## src/rtl/ffha_pkg.sv

```systemverilog
// ----------------------------------------------------------------------------
// ffha_pkg
// shared types, codes and defaults of the first-fit heap allocator
// ----------------------------------------------------------------------------
package ffha_pkg;

  localparam int MAX_BLOCKS_DEF   = 64;
  localparam int ALIGN_BYTES_DEF  = 16;
  localparam int HEADER_BYTES_DEF = 16;

  localparam int LW = 25;  // block offset and length width
  localparam int NW = 27;  // width of need and growth arithmetic

  localparam logic [2:0] ST_OK          = 3'd0;
  localparam logic [2:0] ST_NO_MEMORY   = 3'd1;
  localparam logic [2:0] ST_MISALIGNED  = 3'd2;
  localparam logic [2:0] ST_NOT_BLOCK   = 3'd3;
  localparam logic [2:0] ST_DOUBLE_FREE = 3'd4;

  localparam logic [1:0] REG_HEAP_BASE    = 2'd0;
  localparam logic [1:0] REG_HEAP_SIZE    = 2'd1;
  localparam logic [1:0] REG_HEAP_LIMIT   = 2'd2;
  localparam logic [1:0] REG_GROW_GRANULE = 2'd3;

  localparam logic [31:0] HEAP_BASE_RST    = 32'd0;
  localparam logic [24:0] HEAP_SIZE_RST    = 25'd65536;
  localparam logic [24:0] HEAP_LIMIT_RST   = 25'd1048576;
  localparam logic [16:0] GROW_GRANULE_RST = 17'd4096;

  typedef enum logic [4:0] {
    OP_NOP, OP_INIT, OP_START, OP_RD_IDX, OP_SCAN_NEXT, OP_RD_LAST, OP_GROW,
    OP_TAKE, OP_SHIFT_RD, OP_SHIFT_WR, OP_SPLIT_A, OP_SPLIT_B, OP_MARK,
    OP_MERGE_RD, OP_MERGE_ADD, OP_MERGE_WR, OP_COPY_RD, OP_COPY_WR, OP_COMPACT,
    OP_RESULT
  } op_t;

  typedef struct packed {
    op_t        op;
    logic [2:0] code;
    logic       with_addr;
  } cmd_t;

  typedef struct packed {
    logic init_req;
    logic is_free;
    logic addr_null;
    logic addr_misaligned;
    logic scan_done;
    logic hit;
    logic grow_fail;
    logic short_block;
    logic split_ok;
    logic shift_more;
    logic used_idx;
    logic merge_more;
    logic copy_more;
  } sts_t;

endpackage

```

## src/rtl/ffha_ctrl.sv

```systemverilog
// ----------------------------------------------------------------------------
// ffha_ctrl
// request sequencer: scan, grow, split, merge and compaction steps
// ----------------------------------------------------------------------------
module ffha_ctrl (
  input  logic          clk,
  input  logic          rst,
  input  logic          in_valid,
  output logic          in_ready,
  output logic          out_valid,
  input  logic          out_ready,
  input  ffha_pkg::sts_t sts,
  output ffha_pkg::cmd_t cmd
);
  import ffha_pkg::*;

  typedef enum logic [16:0] {
    S_IDLE       = 17'h00001,
    S_DISPATCH   = 17'h00002,
    S_SCAN_RD    = 17'h00004,
    S_SCAN_CHK   = 17'h00008,
    S_GROW       = 17'h00010,
    S_GROW_CHK   = 17'h00020,
    S_SPLIT_TEST = 17'h00040,
    S_SH_WR      = 17'h00080,
    S_SPLIT_B    = 17'h00100,
    S_MARK       = 17'h00200,
    S_FREE_CHK   = 17'h00400,
    S_MERGE_TEST = 17'h00800,
    S_MERGE_ADD  = 17'h01000,
    S_COPY_TEST  = 17'h02000,
    S_COPY_WR    = 17'h04000,
    S_RES        = 17'h08000,
    S_SPARE      = 17'h10000
  } state_t;

  state_t     state, state_next;
  logic [2:0] res_code, res_code_next;
  logic       res_addr, res_addr_next;
  logic       slot_free;

  assign slot_free = !out_valid || out_ready;
  assign in_ready  = (state == S_IDLE) && !sts.init_req;

  always_comb begin
    state_next    = state;
    res_code_next = res_code;
    res_addr_next = res_addr;
    cmd           = '{op: OP_NOP, code: res_code, with_addr: res_addr};
    case (state)
      S_IDLE: begin
        if (sts.init_req) begin
          cmd.op = OP_INIT;
        end else if (in_valid) begin
          cmd.op     = OP_START;
          state_next = S_DISPATCH;
        end
      end
      S_DISPATCH: begin
        res_addr_next = 1'b0;
        if (sts.is_free && sts.addr_null) begin
          res_code_next = ST_OK;
          state_next    = S_RES;
        end else if (sts.is_free && sts.addr_misaligned) begin
          res_code_next = ST_MISALIGNED;
          state_next    = S_RES;
        end else begin
          state_next = S_SCAN_RD;
        end
      end
      S_SCAN_RD: begin
        if (sts.scan_done && sts.is_free) begin
          res_code_next = ST_NOT_BLOCK;
          state_next    = S_RES;
        end else if (sts.scan_done) begin
          cmd.op     = OP_RD_LAST;
          state_next = S_GROW;
        end else begin
          cmd.op     = OP_RD_IDX;
          state_next = S_SCAN_CHK;
        end
      end
      S_SCAN_CHK: begin
        if (sts.hit) begin
          cmd.op     = OP_TAKE;
          state_next = sts.is_free ? S_FREE_CHK : S_SPLIT_TEST;
        end else begin
          cmd.op     = OP_SCAN_NEXT;
          state_next = S_SCAN_RD;
        end
      end
      S_GROW: begin
        if (sts.grow_fail) begin
          res_code_next = ST_NO_MEMORY;
          state_next    = S_RES;
        end else begin
          cmd.op     = OP_GROW;
          state_next = S_GROW_CHK;
        end
      end
      S_GROW_CHK: begin
        if (sts.short_block) begin
          res_code_next = ST_NO_MEMORY;
          state_next    = S_RES;
        end else begin
          state_next = S_SPLIT_TEST;
        end
      end
      S_SPLIT_TEST: begin
        if (!sts.split_ok) begin
          state_next = S_MARK;
        end else if (sts.shift_more) begin
          cmd.op     = OP_SHIFT_RD;
          state_next = S_SH_WR;
        end else begin
          cmd.op     = OP_SPLIT_A;
          state_next = S_SPLIT_B;
        end
      end
      S_SH_WR: begin
        cmd.op     = OP_SHIFT_WR;
        state_next = S_SPLIT_TEST;
      end
      S_SPLIT_B: begin
        cmd.op     = OP_SPLIT_B;
        state_next = S_MARK;
      end
      S_MARK: begin
        cmd.op        = OP_MARK;
        res_code_next = ST_OK;
        res_addr_next = 1'b1;
        state_next    = S_RES;
      end
      S_FREE_CHK: begin
        if (!sts.used_idx) begin
          res_code_next = ST_DOUBLE_FREE;
          state_next    = S_RES;
        end else begin
          state_next = S_MERGE_TEST;
        end
      end
      S_MERGE_TEST: begin
        if (sts.merge_more) begin
          cmd.op     = OP_MERGE_RD;
          state_next = S_MERGE_ADD;
        end else begin
          cmd.op     = OP_MERGE_WR;
          state_next = S_COPY_TEST;
        end
      end
      S_MERGE_ADD: begin
        cmd.op     = OP_MERGE_ADD;
        state_next = S_MERGE_TEST;
      end
      S_COPY_TEST: begin
        if (sts.copy_more) begin
          cmd.op     = OP_COPY_RD;
          state_next = S_COPY_WR;
        end else begin
          cmd.op        = OP_COMPACT;
          res_code_next = ST_OK;
          state_next    = S_RES;
        end
      end
      S_COPY_WR: begin
        cmd.op     = OP_COPY_WR;
        state_next = S_COPY_TEST;
      end
      S_RES: begin
        if (slot_free) begin
          cmd.op     = OP_RESULT;
          state_next = S_IDLE;
        end
      end
      default: begin
        state_next = S_IDLE;
      end
    endcase
  end

  always_ff @(posedge clk) begin
    if (rst) begin
      state     <= S_IDLE;
      out_valid <= 1'b0;
      res_code  <= ST_OK;
      res_addr  <= 1'b0;
    end else begin
      state    <= state_next;
      res_code <= res_code_next;
      res_addr <= res_addr_next;
      if (cmd.op == OP_RESULT) begin
        out_valid <= 1'b1;
      end else if (out_ready) begin
        out_valid <= 1'b0;
      end
    end
  end

endmodule

```

## config.mk

```make
export PLATFORM = sky130hd
export DESIGN_NAME = ffha_ctrl
export DESIGN_NICKNAME = d
export VERILOG_FILES = /design/src/rtl/ffha_pkg.sv /design/src/rtl/ffha_ctrl.sv
export SDC_FILE = /design/constraint.sdc
export NUM_CORES = 1
export LEC_CHECK = 0
export ABC_AREA = 1
export BUFFER_PORTS_ARGS = -buffer_cell sky130_fd_sc_hd__buf_2
export CAP_MARGIN = 0
export CORE_AREA = 2 2 58 60
export DETAILED_ROUTE_END_ITERATION = 16
export DIE_AREA = 0 0 60 62
export PLACE_DENSITY = 0.67
export SLEW_MARGIN = 40
export SYNTH_ARGS = -nofsm -noshare
export SYNTH_HDL_FRONTEND = slang
export SYNTH_SLANG_ARGS = --single-unit
```

## constraint.sdc

```tcl
create_clock -name clk -period 1.8 [get_ports clk]
set_input_delay 0.18 -clock clk [delete_from_list [all_inputs] [get_ports clk]]
set_output_delay 0.18 -clock clk [all_outputs]
set_load 0.005 [all_outputs]
```

==> summary.txt <==
Cells and area
  – Layout cell share with drive strength beyond 1: 43.4%
  – FF+latch area: 438 µm²
  – Diode count: 0
  – Layout fillers: 301
  – Synth-to-Final Area Change: 41.1%
  – Multi-input gate area: 962 µm²
  – Final Net Count: 285

Placed design
  – DPL Wire Length: 2.80 mm
  – PortBufs: 27
  – GPL Wtd Cong: 0.911

Setup path
  – R2R Setup Slk: 0.11 ns
  – Worst Setup End Kind: output pin
  – Startpoint types: flip-flop
  – FF-to-FF path depth: 12
  – Worst R2R End: res_code[0]
  – Crit Path Category: reg2out
  – CP max FO: 5
  – RR Startpoint: state[9]
  – Crit path to: cmd[5]
  – Worst path arrival time: 1.77 ns
  – Worst endpoint required time: 1.62 ns
  – Critical Path Start: state[9]

Clock network
  – Clock Tree Root: clkbuf_4
  – CTS Buffer Depth: 2
  – Clock sink count: 21
  – Clock slew at reported path FFs: 0.12 ns
  – H-tree depth: 1
  – Clk_lat worst skew: 0.30 ns
  – Hold-fix buffers, CTS: 0
  – TritonCTS clock tree: yes
  – Num CTS Buffers: 3

Yosys
  – Syn Area/Cell: 6.31 µm²
  – Commonest cells post-synth: nand2_1, nor2_1, inv_1
  – Synth cell types: 29
  – Yosys top cell by area: dfxtp_1
  – Synth Instances: 218
  – Yosys warns: 0
  – Mapped Nets: 235
  – EDFF count, synth: 0
  – Netlist Area Pre-Place: 1380 µm²
  – Most common flop cell mapped by yosys: dfxtp_1
  – Sequential cell area fraction in the yosys report: 30.5%
  – FFs w/ async S/R, synth: 0%
  – Area contributors post-synth: dfxtp_1, nand2_1, nor2_1
  – Register bit total from synthesis: 21
  – Post-synth top area share: 30.5%
  – Most frequent cell after synthesis: nand2_1

Routing
  – Starting DRT DRC Count: 51
  – Routed WL: 3.83 mm
  – # DRC: 0
  – Drt pass-1 iters: 4
  – Vias: 1499
  – DR vias/cell: 4.79
  – DRT antenna net count: 0
  – WL/cell: 12.2 µm

Global routing
  – Vias in the first global route: 1369
  – Global-route wire length before repair: 5.93 mm
  – Global route total overflow: 0
  – Antenna violations before repair: 0
  – Largest net degree at the start of global routing: 17
  – Total GRT Usage: 20.9%

Timing
  – RSZ-0062 raised after global routing: true
  – Slew Limit Fails: 0
  – Final setup fails: 4
  – Worst Skew: 0.00484 ns
  – Least-Margin Pin Slew: 0.327 ns
  – Min Clock Period, post-route: 1.95 ns
  – Relative slew slack: 78.2%
  – Fmax: 513 MHz
  – Fin crit share: 108%
  – Fin. Hold Viols: 0
  – Final setup TNS: -0.333 ns
  – Setup ws final: -0.149 ns
  – Hold_ws: 0.109 ns

Job
  – Max-cap violations: 0

Status
  – Status: finished, violations left
  – Failing checks: negative setup slack

Floorplanning
  – # IOs: 28
  – Die Span Y: 62 µm
  – Initial core utilization: 43.3%
  – Die area: 3720 µm²
  – Std-Cell Rows: 21
  – Die Wd: 60 µm
  – Core region area: 3180 µm²

Power
  – VDD IR max: 273 µV
  – P_leak: 0.987 nW
  – Power per Cell Area: 434 nW/µm²

Hold path
  – Hold Crit Class: in2reg
## per-layer routing
metal / global-route usage, % / vias up / share of wire (%)
li1: - / 777 / -
met1: 27.8 / 679 / 46
met2: 35.6 / 33 / 50
met3: 2.90 / 10 / 2.8
met4: 5.71 / 0 / 1.4
met5: 0 / - / 0
## worst min path at each step
| stage | startpoint | endpoint | slack [ns] | cells past startpoint |
|---|---|---|---|---|
| after floorplan | sts[3] | state[7] | 0.32 | 2 |
| after global placement | sts[3] | state[7] | 0.44 | 3 |
| after detailed placement | sts[3] | state[7] | 0.44 | 3 |
| after CTS | sts[3] | state[7] | 0.1 | 3 |
| after global routing | sts[0] | state[14] | 0.11 | 2 |
| final | sts[3] | state[7] | 0.11 | 3 |
## cell type report
cell class	instances	share of cell area, %
multi-input cells	159	49.5
well taps	46	2.96
repair buffers	49	16.9
clock inverters	1	0.258
clock buffers	3	1.16
inverters	34	6.57
flip-flops and latches	21	22.6
## cells by family after synthesis
group	count (synthesis)	share of synthesized area, %
buffers and inverters	38	11.2
AOI/OAI and AO/OA	13	5.55
and+or+nand+nor	146	52.7
DFF	21	30.5
## repair_timing
action / CTS / global route
setup endpoints to repair: 5 / 10
buffers inserted: 13 / 8
cloned: 0 / 0
pin swaps: 13 / 17
resized for setup: 32 / 34
hold endpoints to repair: 0 / 0
## cells in the final DEF, fill, tap and decap left out, drive strengths merged
| master | count |
|---|---|
| inv | 34 |
| or2 | 1 |
| nand3 | 18 |
| nor4 | 1 |
| o221ai | 1 |
| nor2 | 55 |
| o21ai | 5 |
| nor3 | 4 |
| clkinv | 1 |
| a21oi | 6 |
| nor3b | 2 |
| nand3b | 4 |
| nand4 | 5 |
| nand2 | 56 |
| o22ai | 1 |
| clkbuf | 3 |
| dfxtp | 21 |
| buf | 49 |
## per-stage QoR
stage | power [mW] | instances | setup slack [ns] | cell area, µm² | util [%]
2_1_floorplan | 0.548 | 218 | 0.379 | 1380 | -
3_3_place_gp | 0.590 | 289 | 0.0818 | 1560 | 49.0
3_5_place_dp | 0.591 | 289 | 0.117 | 1560 | 49.0
4_1_cts | 0.826 | 306 | -0.153 | 1790 | 56.2
5_1_grt | 0.884 | 313 | -0.254 | 1940 | 61.1
6_report | 0.842 | 313 | -0.149 | 1940 | 61.1
## where the power goes
group | internal [mW] | switching [mW] | leakage (nW)
Clock | 0.0828 | 0.148 | 0.0177
Sequential | 0.464 | 0.00462 | 0.174
Combinational | 0.0603 | 0.0821 | 0.795
## registers in the layout (all words and copies together) (netlist names)
signal and flops:
state 16, res_code 3, out_valid 1, res_addr 1
## worst max-delay path, stage by stage (launching register included)
cell and delay (ns):
dfxtp_2 0.36, nor2_4 0.13, nand2_4 0.08, nor2_4 0.23
nand2_4 0.08, or2_4 0.25, nand4_1 0.10, nand3b_1 0.12
buf_2 0.11
Power figures use the tool's default switching activity.
